--- config.mk ---
export PLATFORM = sky130hd
export DESIGN_NAME = server_table_load_balancer_core
export DESIGN_NICKNAME = d
export VERILOG_FILES = /design/src/hdl/stlb_pkg.sv /design/src/hdl/stlb_ctrl.sv /design/src/hdl/stlb_dp.sv /design/src/hdl/server_table_load_balancer_core.sv
export VERILOG_INCLUDE_DIRS = /design/src /design/src/hdl
export SDC_FILE = /design/constraint.sdc
export NUM_CORES = 2
export LEC_CHECK = 0
export ABC_AREA = 1
export ABC_CLOCK_PERIOD_IN_PS = 9450
export BUFFER_PORTS_ARGS = -buffer_cell sky130_fd_sc_hd__buf_2
export CORE_MARGIN = 3
export CORE_UTILIZATION = 55
export CTS_CLUSTER_SIZE = 10
export DETAILED_ROUTE_END_ITERATION = 12
export GPL_TIMING_DRIVEN = 0
export HOLD_SLACK_MARGIN = 0.03
export PLACE_DENSITY_LB_ADDON = 0.08
export SLEW_MARGIN = 20
export SYNTH_ARGS = -nofsm -noshare
export SYNTH_HDL_FRONTEND = slang
export SYNTH_SLANG_ARGS = --single-unit
--- constraint.sdc ---
create_clock -name i_clk -period 9.45 [get_ports i_clk]
set_clock_uncertainty 0.1 [all_clocks]
set_input_delay 0.4725 -clock i_clk [delete_from_list [all_inputs] [get_ports i_clk]]
set_output_delay 0.4725 -clock i_clk [all_outputs]
set_load 0.05 [all_outputs]
--- src/hdl/server_table_load_balancer_core_defines.svh ---
// Assertion macros for the server table load balancer
`ifndef SERVER_TABLE_LOAD_BALANCER_CORE_DEFINES_SVH
`define SERVER_TABLE_LOAD_BALANCER_CORE_DEFINES_SVH
`ifndef SYNTH
`define STLB_ASSERT(label, clk, rst_n, prop) \
    label: assert property (@(posedge clk) disable iff (!rst_n) prop) \
        else $error("assertion failed");
`define STLB_ASSERT_NR(label, clk, prop) \
    label: assert property (@(posedge clk) prop) else $error("assertion failed");
`else
`define STLB_ASSERT(label, clk, rst_n, prop)
`define STLB_ASSERT_NR(label, clk, prop)
`endif
`endif

--- src/hdl/stlb_pkg.sv ---
package stlb_pkg;
    localparam int MaxServers = 16;
    localparam int IdxW = $clog2(MaxServers);
    localparam int CntW = $clog2(MaxServers + 1);

    localparam logic [2:0] ACT_REGISTER = 3'd0;
    localparam logic [2:0] ACT_UNREG    = 3'd1;
    localparam logic [2:0] ACT_SEL_RR   = 3'd2;
    localparam logic [2:0] ACT_SEL_ZONE = 3'd3;
    localparam logic [2:0] ACT_UPDATE   = 3'd4;
    localparam logic [2:0] ACT_BEAT     = 3'd5;
    localparam logic [2:0] ACT_PRUNE    = 3'd6;
    localparam logic [2:0] ACT_TICK     = 3'd7;

    localparam logic [1:0] ST_OK      = 2'd0;
    localparam logic [1:0] ST_NOMATCH = 2'd1;
    localparam logic [1:0] ST_FULL    = 2'd2;

    typedef struct packed {
        logic [2:0]  action;
        logic [15:0] server_id;
        logic [7:0]  zone_id;
        logic [15:0] max_load;
        logic [15:0] load_value;
        logic        available_in;
    } t_req;

    typedef struct packed {
        logic        found;
        logic [15:0] chosen_id;
        logic [15:0] chosen_load;
        logic [1:0]  status;
        logic [4:0]  server_count;
        logic [4:0]  pruned_count;
    } t_rsp;

    // controller -> datapath
    typedef struct packed {
        logic load_req;   // latch request, clear scan state
        logic step;       // process the entry at the scan index
        logic finish;     // commit counts, build the response
    } t_cmd;

    // datapath -> controller
    typedef struct packed {
        logic scan_done;  // no more entries to visit
    } t_sts;
endpackage

--- src/hdl/stlb_ctrl.sv ---
module stlb_ctrl
    import stlb_pkg::*;
(
    input  logic i_clk,
    input  logic i_rst_n,
    input  logic i_req_valid,
    output logic o_req_ready,
    output logic o_rsp_valid,
    input  logic i_rsp_ready,
    input  t_sts i_sts,
    output t_cmd o_cmd
);
    localparam logic [1:0] S_IDLE = 2'd0;
    localparam logic [1:0] S_SCAN = 2'd1;
    localparam logic [1:0] S_DONE = 2'd2;

    logic [1:0] r_state, n_state;
    logic       r_rsp_valid, n_rsp_valid;

    // take a new request once the previous response is gone or leaving
    assign o_req_ready = (r_state == S_IDLE) && (!r_rsp_valid || i_rsp_ready);
    assign o_rsp_valid = r_rsp_valid;

    always_comb begin
        n_state = r_state;
        n_rsp_valid = r_rsp_valid && !i_rsp_ready;
        o_cmd = '0;
        unique case (r_state)
            S_IDLE: begin
                if (i_req_valid && o_req_ready) begin
                    o_cmd.load_req = 1'b1;
                    n_state = S_SCAN;
                end
            end
            S_SCAN: begin
                if (i_sts.scan_done) begin
                    n_state = S_DONE;
                end else begin
                    o_cmd.step = 1'b1;
                end
            end
            S_DONE: begin
                o_cmd.finish = 1'b1;
                n_rsp_valid = 1'b1;
                n_state = S_IDLE;
            end
            default: n_state = S_IDLE;
        endcase
    end

    always_ff @(posedge i_clk) begin
        if (!i_rst_n) begin
            r_state <= S_IDLE;
            r_rsp_valid <= 1'b0;
        end else begin
            r_state <= n_state;
            r_rsp_valid <= n_rsp_valid;
        end
    end

`include "server_table_load_balancer_core_defines.svh"
    `STLB_ASSERT(a_no_accept_busy, i_clk, i_rst_n, (r_state != S_IDLE) |-> !o_req_ready)
    `STLB_ASSERT(a_done_to_idle, i_clk, i_rst_n, (r_state == S_DONE) |=> (r_state == S_IDLE) && r_rsp_valid)
    `STLB_ASSERT(a_cmd_excl, i_clk, i_rst_n, $onehot0(o_cmd))
endmodule

--- src/hdl/stlb_dp.sv ---
module stlb_dp
    import stlb_pkg::*;
(
    input  logic        i_clk,
    input  logic        i_rst_n,
    input  t_cmd        i_cmd,
    input  t_req        i_req,
    input  logic        i_cfg_we,
    input  logic [15:0] i_cfg_data,
    output t_sts        o_sts,
    output t_rsp        o_rsp
);
    logic [15:0] r_id    [MaxServers];
    logic [7:0]  r_zone  [MaxServers];
    logic [15:0] r_limit [MaxServers];
    logic [15:0] r_ld    [MaxServers];
    logic        r_avail [MaxServers];
    logic [31:0] r_beat  [MaxServers];

    logic [CntW-1:0] r_count, r_wr, r_rd;
    logic [IdxW-1:0] r_rr, r_rr_start;
    logic [31:0]     r_now;
    logic [15:0]     r_timeout;
    t_req            r_req;
    logic            r_found, r_full, r_visited;
    logic [15:0]     r_cid, r_cload;
    logic [CntW-1:0] r_pruned;
    t_rsp            r_rsp;

    logic [IdxW-1:0] rd_idx, cur, rr_next;
    logic            elig, hit, drop, rr_active, rr_wrap;
    logic [31:0]     age;
    logic [CntW-1:0] n_count;

    // round robin walks from the pointer; others walk from entry 0
    assign rr_active = (r_req.action == ACT_SEL_RR);
    assign cur = rr_active ? r_rr : r_rd[IdxW-1:0];
    assign rd_idx = cur;
    assign elig = r_avail[rd_idx] && (r_ld[rd_idx] < r_limit[rd_idx]);
    assign hit = (r_id[rd_idx] == r_req.server_id);
    assign age = r_now - r_beat[rd_idx];
    assign drop = (r_req.action == ACT_UNREG) ? hit : (age > {16'd0, r_timeout});
    assign rr_wrap = ({1'b0, r_rr} + 1'b1) >= r_count;
    assign rr_next = rr_wrap ? '0 : r_rr + 1'b1;

    always_comb begin
        o_sts.scan_done = 1'b1;
        unique case (r_req.action)
            ACT_UNREG, ACT_PRUNE, ACT_SEL_ZONE:
                o_sts.scan_done = (r_rd >= r_count);
            ACT_REGISTER, ACT_UPDATE, ACT_BEAT:
                o_sts.scan_done = r_found || (r_rd >= r_count);
            ACT_SEL_RR:
                o_sts.scan_done = r_found || (r_count == '0)
                                  || (r_visited && r_rr == r_rr_start);
            default: o_sts.scan_done = 1'b1;
        endcase
    end

    assign n_count = (r_req.action == ACT_UNREG || r_req.action == ACT_PRUNE) ? r_wr
        : (r_req.action == ACT_REGISTER && !r_found && r_count < CntW'(MaxServers))
          ? r_count + 1'b1 : r_count;

    always_ff @(posedge i_clk) begin
        if (i_cmd.step) begin
            unique case (r_req.action)
                ACT_UNREG, ACT_PRUNE: if (!drop && r_wr != r_rd) begin
                    r_id[r_wr[IdxW-1:0]] <= r_id[rd_idx];
                    r_zone[r_wr[IdxW-1:0]] <= r_zone[rd_idx];
                    r_limit[r_wr[IdxW-1:0]] <= r_limit[rd_idx];
                    r_ld[r_wr[IdxW-1:0]] <= r_ld[rd_idx];
                    r_avail[r_wr[IdxW-1:0]] <= r_avail[rd_idx];
                    r_beat[r_wr[IdxW-1:0]] <= r_beat[rd_idx];
                end
                ACT_REGISTER: if (hit) begin
                    r_zone[rd_idx] <= r_req.zone_id;
                    r_limit[rd_idx] <= r_req.max_load;
                    r_ld[rd_idx] <= r_req.load_value;
                    r_avail[rd_idx] <= r_req.available_in;
                    r_beat[rd_idx] <= r_now;
                end
                ACT_UPDATE, ACT_BEAT: if (hit) begin
                    r_ld[rd_idx] <= r_req.load_value;
                    if (r_req.action == ACT_BEAT) begin
                        r_beat[rd_idx] <= r_now;
                        r_avail[rd_idx] <= 1'b1;
                    end
                end
                default: ;
            endcase
        end
        // append a new entry at the end of the table
        if (i_cmd.finish && r_req.action == ACT_REGISTER && !r_found
            && r_count < CntW'(MaxServers)) begin
            r_id[r_count[IdxW-1:0]] <= r_req.server_id;
            r_zone[r_count[IdxW-1:0]] <= r_req.zone_id;
            r_limit[r_count[IdxW-1:0]] <= r_req.max_load;
            r_ld[r_count[IdxW-1:0]] <= r_req.load_value;
            r_avail[r_count[IdxW-1:0]] <= r_req.available_in;
            r_beat[r_count[IdxW-1:0]] <= r_now;
        end
    end

    always_ff @(posedge i_clk) begin
        if (i_cmd.load_req) begin
            r_req <= i_req;
        end
        if (i_cmd.finish) begin
            r_rsp.found <= r_found;
            // a select that found nothing answers with zero id and load
            r_rsp.chosen_id <= (r_found && (r_req.action == ACT_SEL_RR
                                || r_req.action == ACT_SEL_ZONE)) ? r_cid : 16'd0;
            r_rsp.chosen_load <= (r_found && (r_req.action == ACT_SEL_RR
                                  || r_req.action == ACT_SEL_ZONE)) ? r_cload : 16'd0;
            r_rsp.status <= r_full ? ST_FULL
                : (r_req.action == ACT_REGISTER || r_req.action == ACT_PRUNE
                   || r_req.action == ACT_TICK || r_found) ? ST_OK : ST_NOMATCH;
            r_rsp.server_count <= 5'(n_count);
            r_rsp.pruned_count <= (r_req.action == ACT_PRUNE) ? 5'(r_pruned) : 5'd0;
        end
    end

    always_ff @(posedge i_clk) begin
        if (!i_rst_n) begin
            r_count <= '0;
            r_rr <= '0;
            r_now <= '0;
            r_timeout <= 16'd30;
            r_rd <= '0;
            r_wr <= '0;
            r_found <= 1'b0;
            r_full <= 1'b0;
            r_visited <= 1'b0;
            r_pruned <= '0;
            r_rr_start <= '0;
        end else begin
            if (i_cfg_we) begin
                r_timeout <= i_cfg_data;
            end
            if (i_cmd.load_req) begin
                r_rd <= '0;
                r_wr <= '0;
                r_found <= 1'b0;
                r_full <= 1'b0;
                r_visited <= 1'b0;
                r_pruned <= '0;
                // pointer past end wraps before a round-robin walk
                if ({1'b0, r_rr} >= r_count) begin
                    r_rr <= '0;
                    r_rr_start <= '0;
                end else begin
                    r_rr_start <= r_rr;
                end
            end
            if (i_cmd.step) begin
                r_rd <= r_rd + 1'b1;
                unique case (r_req.action)
                    ACT_UNREG, ACT_PRUNE: begin
                        if (drop) begin
                            if (r_req.action == ACT_UNREG) r_found <= 1'b1;
                            else r_pruned <= r_pruned + 1'b1;
                        end else begin
                            r_wr <= r_wr + 1'b1;
                        end
                    end
                    ACT_REGISTER, ACT_UPDATE, ACT_BEAT: if (hit) r_found <= 1'b1;
                    ACT_SEL_ZONE: begin
                        if (r_zone[rd_idx] == r_req.zone_id && elig
                            && (!r_found || r_ld[rd_idx] < r_cload)) begin
                            r_found <= 1'b1;
                            r_cid <= r_id[rd_idx];
                            r_cload <= r_ld[rd_idx];
                        end
                    end
                    ACT_SEL_RR: begin
                        r_visited <= 1'b1;
                        r_rr <= rr_next;
                        if (elig) begin
                            r_found <= 1'b1;
                            r_cid <= r_id[rd_idx];
                            r_cload <= r_ld[rd_idx];
                        end
                    end
                    default: ;
                endcase
            end
            if (i_cmd.finish) begin
                r_count <= n_count;
                if (r_req.action == ACT_TICK) r_now <= r_now + 32'd1;
                if (r_req.action == ACT_REGISTER && !r_found
                    && r_count >= CntW'(MaxServers)) r_full <= 1'b1;
                if ((r_req.action == ACT_UNREG || r_req.action == ACT_PRUNE)
                    && {1'b0, r_rr} >= r_wr) r_rr <= '0;
            end
        end
    end

    // full flag is set at finish; fold it into status through a side path
    always_comb begin
        o_rsp = r_rsp;
        if (r_full) o_rsp.status = ST_FULL;
    end

`include "server_table_load_balancer_core_defines.svh"
    `STLB_ASSERT(a_count_range, i_clk, i_rst_n, r_count <= CntW'(MaxServers))
    `STLB_ASSERT(a_wr_le_rd, i_clk, i_rst_n, r_wr <= r_rd)
    `STLB_ASSERT(a_rr_in_range, i_clk, i_rst_n, i_cmd.finish |=> (r_count == '0) || ({1'b0, r_rr} < r_count) || (r_req.action == ACT_REGISTER) || (r_req.action == ACT_TICK))
endmodule

--- src/hdl/server_table_load_balancer_core.sv ---
// channel   | direction | payload
// s_axis    | in        | request: action, server_id, zone_id, max_load, load_value, available
// m_axis    | out       | response: found, id, load, status, count, pruned
// cfg       | in        | stale_timeout
// An action latches the request, walks the table entries in turn, sees the
// walk end and then builds the response. Lookups stop at the first id match;
// round-robin stops at the first eligible entry.
// Synchronous active-low reset empties the table. The response register
// holds while m_axis_tready is low; no new request is taken until it leaves.
module server_table_load_balancer_core
    import stlb_pkg::*;
(
    input  logic        i_clk,
    input  logic        i_rst_n,
    input  logic        s_axis_tvalid,
    output logic        s_axis_tready,
    // action[2:0], server_id[18:3], zone_id[26:19], max_load[42:27],
    // load_value[58:43], available_in[59], zero fill to 64
    input  logic [63:0] s_axis_tdata,
    output logic        m_axis_tvalid,
    input  logic        m_axis_tready,
    // found[0], chosen_id[16:1], chosen_load[32:17], status[34:33],
    // server_count[39:35], pruned_count[44:40], zero fill to 48
    output logic [47:0] m_axis_tdata,
    input  logic        i_cfg_valid,
    output logic        o_cfg_ready,
    input  logic [15:0] i_cfg_data
);
    t_cmd cmd;
    t_sts sts;
    t_req req;
    t_rsp rsp;

    assign req.action       = s_axis_tdata[2:0];
    assign req.server_id    = s_axis_tdata[18:3];
    assign req.zone_id      = s_axis_tdata[26:19];
    assign req.max_load     = s_axis_tdata[42:27];
    assign req.load_value   = s_axis_tdata[58:43];
    assign req.available_in = s_axis_tdata[59];

    assign o_cfg_ready = 1'b1;
    assign m_axis_tdata = {3'd0, rsp.pruned_count, rsp.server_count, rsp.status,
                           rsp.chosen_load, rsp.chosen_id, rsp.found};

    stlb_ctrl u_ctrl (
        .i_clk, .i_rst_n,
        .i_req_valid(s_axis_tvalid), .o_req_ready(s_axis_tready),
        .o_rsp_valid(m_axis_tvalid), .i_rsp_ready(m_axis_tready),
        .i_sts(sts), .o_cmd(cmd)
    );

    stlb_dp u_dp (
        .i_clk, .i_rst_n, .i_cmd(cmd), .i_req(req),
        .i_cfg_we(i_cfg_valid), .i_cfg_data,
        .o_sts(sts), .o_rsp(rsp)
    );
endmodule
==> summary.md <==
| Metric | Value |
|---|---|
| Status | completed |
| Final HPWL DP | around 160 mm |
| Final ANT Viol Nets | 0 |
| Max incr delay on CP | between 500 and 600 ps |
| Die Y | about 360 um |
| Placed Cells incl. Taps | around 7,700 |
| H-tree depth | 4 |
| Final Cell Area | just over 80,000 um^2 |
| Final Core Density | 0.658 |
| First-pass GRT wire length | 330 mm |
| Clock Latency Late Sink | 820 ps |
| # port buffers | about 130 |
| Layout Nets | approximately 6,600 |
| Syn avg cell area | approximately 12 um^2 |
| Sequential share of the synthesized area | 0.699 |
| Most used DFF post-synth | edfxtp_1 |
| DR WL/cell | 28.6 um |
| Die Wd | about 360 um |
| Hold crit path type | in -> reg |
| Synth Register Bits | between 1,500 and 2,000 |
| Area Overhead vs Synth | 18.0% |
| Pwr dens | slightly above 200 nW/um^2 |
| Required time of the worst setup path | around 9900 ps |
| Worst-case clock buffer depth | 3 |
| Number of distinct library cells after synthesis | between 60 and 70 |
| Max Cap Viol | 0 |
| Final std cells w/o fill | 8,058 |
| Core Rows | ~130 |
| Setup crit start kind | register |
| Largest net degree at the start of global routing | 50 |
| TritonCTS buffer count | around 180 |
| Overflow after GRT | 0 |
| Worst vdd ir | 0.278 mV |
| Rel. slew slack | 0.214 |
| Initial antenna violation count | 6 |
| Critical Path Most Common Cell | nand2_1 |
| Max Slew Vio Count | 0 |
| Post-synth EDFFs | 1,561 |
| Starting density of the core | 0.557 |
| Placed cell areas | between 70,000 and 80,000 um^2 |
| Vias in the first global route | just under 50,000 |
| Number of top-level pins | approximately 140 |
| Clk Tree Root Cell | clkbuf_16 |
| Final setup viols | 0 |
| DRC viols | 0 |
| Final Hold Fails | 0 |
| GRT Util Overall | 0.347 |
| Gpl congestion | 0.931 |
| Slew @ Worst Pin | about 1200 ps |
| Design Power | roughly 17 mW |
| Crit-path slowest cell | edfxtp_1 |
| DR pass1 iterations | 8 |
| Synth Cell Area | 69,500 um^2 |
| LEAKAGE | approximately 28 nW |
| Drt total wl | about 230 mm |
| Die area | 131,000 um^2 |
| Core footprint | 125,000 um^2 |
| Worst-path fanout max | 19 |
| Vias per cell | about 6.4 |
| Final worst-path cycle share | 0.957 |
| Min Clock Period, post-route | a little over 9000 ps |
| Reg clk slew, reported paths | around 60 ps |
| RSZ-0062 raised after global routing | no |
| CTS Sinks | ~1,600 |
| WS Path Type | reg -> reg |
| Synth Instances | 5,789 |
| CTS tree | done |
| Crit. End Element | register |
| Fmax | ~110 MHz |
| Ys async rst share | 0 |
| Arr. time, crit path | between 9000 and 10,000 ps |
| Layout cells sized above 1 | 0.136 |
| Iter 0 DRT Violations | approximately 7,800 |
| Setup_tns | 0 ps |
| Worst R2R Setup Slack | just over 400 ps |
| Via count | between 50,000 and 60,000 |
| Synth warn | 0 |
## Yosys cell counts, types with 3 or more instances
library cell  instances  area share
nand3b_1              8     0.00086
nand4_1              24      0.0022
and3_1                5     0.00045
ha_1                100       0.018
o221ai_1            135       0.017
a32o_1               53      0.0076
buf_4                59      0.0064
inv_2                 7     0.00038
buf_1                19      0.0010
nand2_2              11     0.00099
edfxtp_1           1561        0.67
xor2_1               38      0.0048
o22ai_1             113       0.010
a211oi_1              7     0.00076
buf_2                73      0.0053
a31oi_1              34      0.0031
o21a_1               13      0.0014
xnor2_1               5     0.00063
o21ai_1              24      0.0017
o21bai_1              5     0.00054
nand3_1             275       0.020
a311oi_1              3     0.00038
dfxtp_1              82       0.024
o2111ai_1             4     0.00050
nor3_1               27      0.0019
o211ai_1            169       0.018
nor2_2                3     0.00027
buf_6                 4     0.00065
nand2_1             834       0.045
o21ai_0             619       0.045
inv_1               275       0.015
nor2_1              738       0.040
nand2_4               3     0.00049
a21oi_1             192       0.014
clkbuf_1            226       0.012
## sequential cells by signal (all words and copies together) (netlist names), 2 cells and up
register and cells:
u_dp.r_beat 512, u_dp.r_id 256, u_dp.r_ld 256, u_dp.r_limit 256, u_dp.r_zone 128, u_dp.r_req 60
u_dp.o_rsp 43, u_dp.r_now 32, u_dp.r_avail 16, u_dp.r_cid 16, u_dp.r_cload 16, u_dp.r_timeout 16
u_dp.r_count 5, u_dp.r_pruned 5, u_dp.r_rd 5, u_dp.r_wr 5, u_dp.r_rr 4, u_dp.r_rr_start 4
u_ctrl.r_state 2, u_dp.r_rsp 2
## path summary, 6_finish.rpt
check | cells after the start | start | endpoint
min reg2reg | 2 | u_dp.r_visited$_SDFF_PN0_ | u_dp.r_visited$_SDFF_PN0_
min | 5 | i_rst_n | u_dp.r_count[4]$_SDFFE_PN0P_
max | 45 | u_dp.r_req[59]$_DFFE_PP_ | u_dp.r_id[10][1]$_DFFE_PP_
max reg2reg | 45 | u_dp.r_req[59]$_DFFE_PP_ | u_dp.r_id[10][1]$_DFFE_PP_
## critical path: cells and delay by family (launching register included)
kind / cells / cell delay (ps)
AOI/OAI and AO/OA: 8 / 1400
xor gates and xnor gates: 1 / 270
adders and majority gates: 2 / 670
and+or+nand+nor: 21 / 2980
DFF: 1 / 530
buffers and inverters: 13 / 2730
## cell usage in the layout, fill, tap and decap left out, types with 135 or more instances in the layout
cell type / Yosys / layout
o21ai_0: 619 / 556
a21oi_1: 192 / 192
buf_2: 73 / 187
buf_4: 59 / 143
inv_1: 275 / 275
clkbuf_1: 226 / 195
nand3_1: 275 / 275
edfxtp_1: 1561 / 1561
o211ai_1: 169 / 169
nand2_1: 834 / 822
clkbuf_16: 0 / 185
nor2_1: 738 / 674
o221ai_1: 135 / 135
## layer usage
| metal | part of all wire | up-vias | track usage |
|---|---|---|---|
| li1 | - | 22300 | - |
| met2 | 0.45 | 3787 | 0.529 |
| met3 | 0.13 | 634 | 0.0941 |
| met1 | 0.37 | 24900 | 0.470 |
| met5 | 0.00017 | - | 0 |
| met4 | 0.048 | 6 | 0.155 |
## through the flow
step | hold slack [ps] | setup WS, ps
final | 78.9 | 404
after global routing | 102 | 51.4
after CTS | 42.8 | 2.34
after detailed placement | 362 | -2000
after global placement | 359 | -4680
after floorplan | 336 | 1720
## cell type report
cell class | instances | area (um^2)
sequential | 1643 | 48500
antenna | 6 | 15.0
multi-input combinational | 3483 | 18900
fill | 9090 | 42700
clock inverter | 18 | 330
timing repair buffer | 407 | 4430
clock buffer | 215 | 4780
buffer | 365 | 1900
inverter | 284 | 1070
tap | 1637 | 2050
## logic make-up after synthesis
| logic type | synth area share |
|---|---|
| buf+inv | 0.0409 |
| flops | 0.699 |
| other cells | 0.000108 |
| xor+xnor | 0.00542 |
| fa+ha+maj | 0.0183 |
| compound gates | 0.123 |
| simple gates | 0.114 |
## report_power, final
part,total [mW],switching (mW),internal (mW)
logic,2.18,1.63,0.550
clock network,6.36,2.79,3.57
registers,8.34,0.0256,8.32
total,16.9,4.45,12.4
## what timing repair did
| item | 4_1_cts | 5_1_grt |
|---|---|---|
| endpoints found under the hold margin | 77 | 0 |
| hold buffers | 82 | 0 |
| setup endpoints to repair | 1442 | 1424 |
| setup buffers | 45 | 40 |
| pin swaps | 28 | 24 |
| gates resized for setup | 90 | 68 |
No activity file was read; power rests on OpenSTA's default activity.
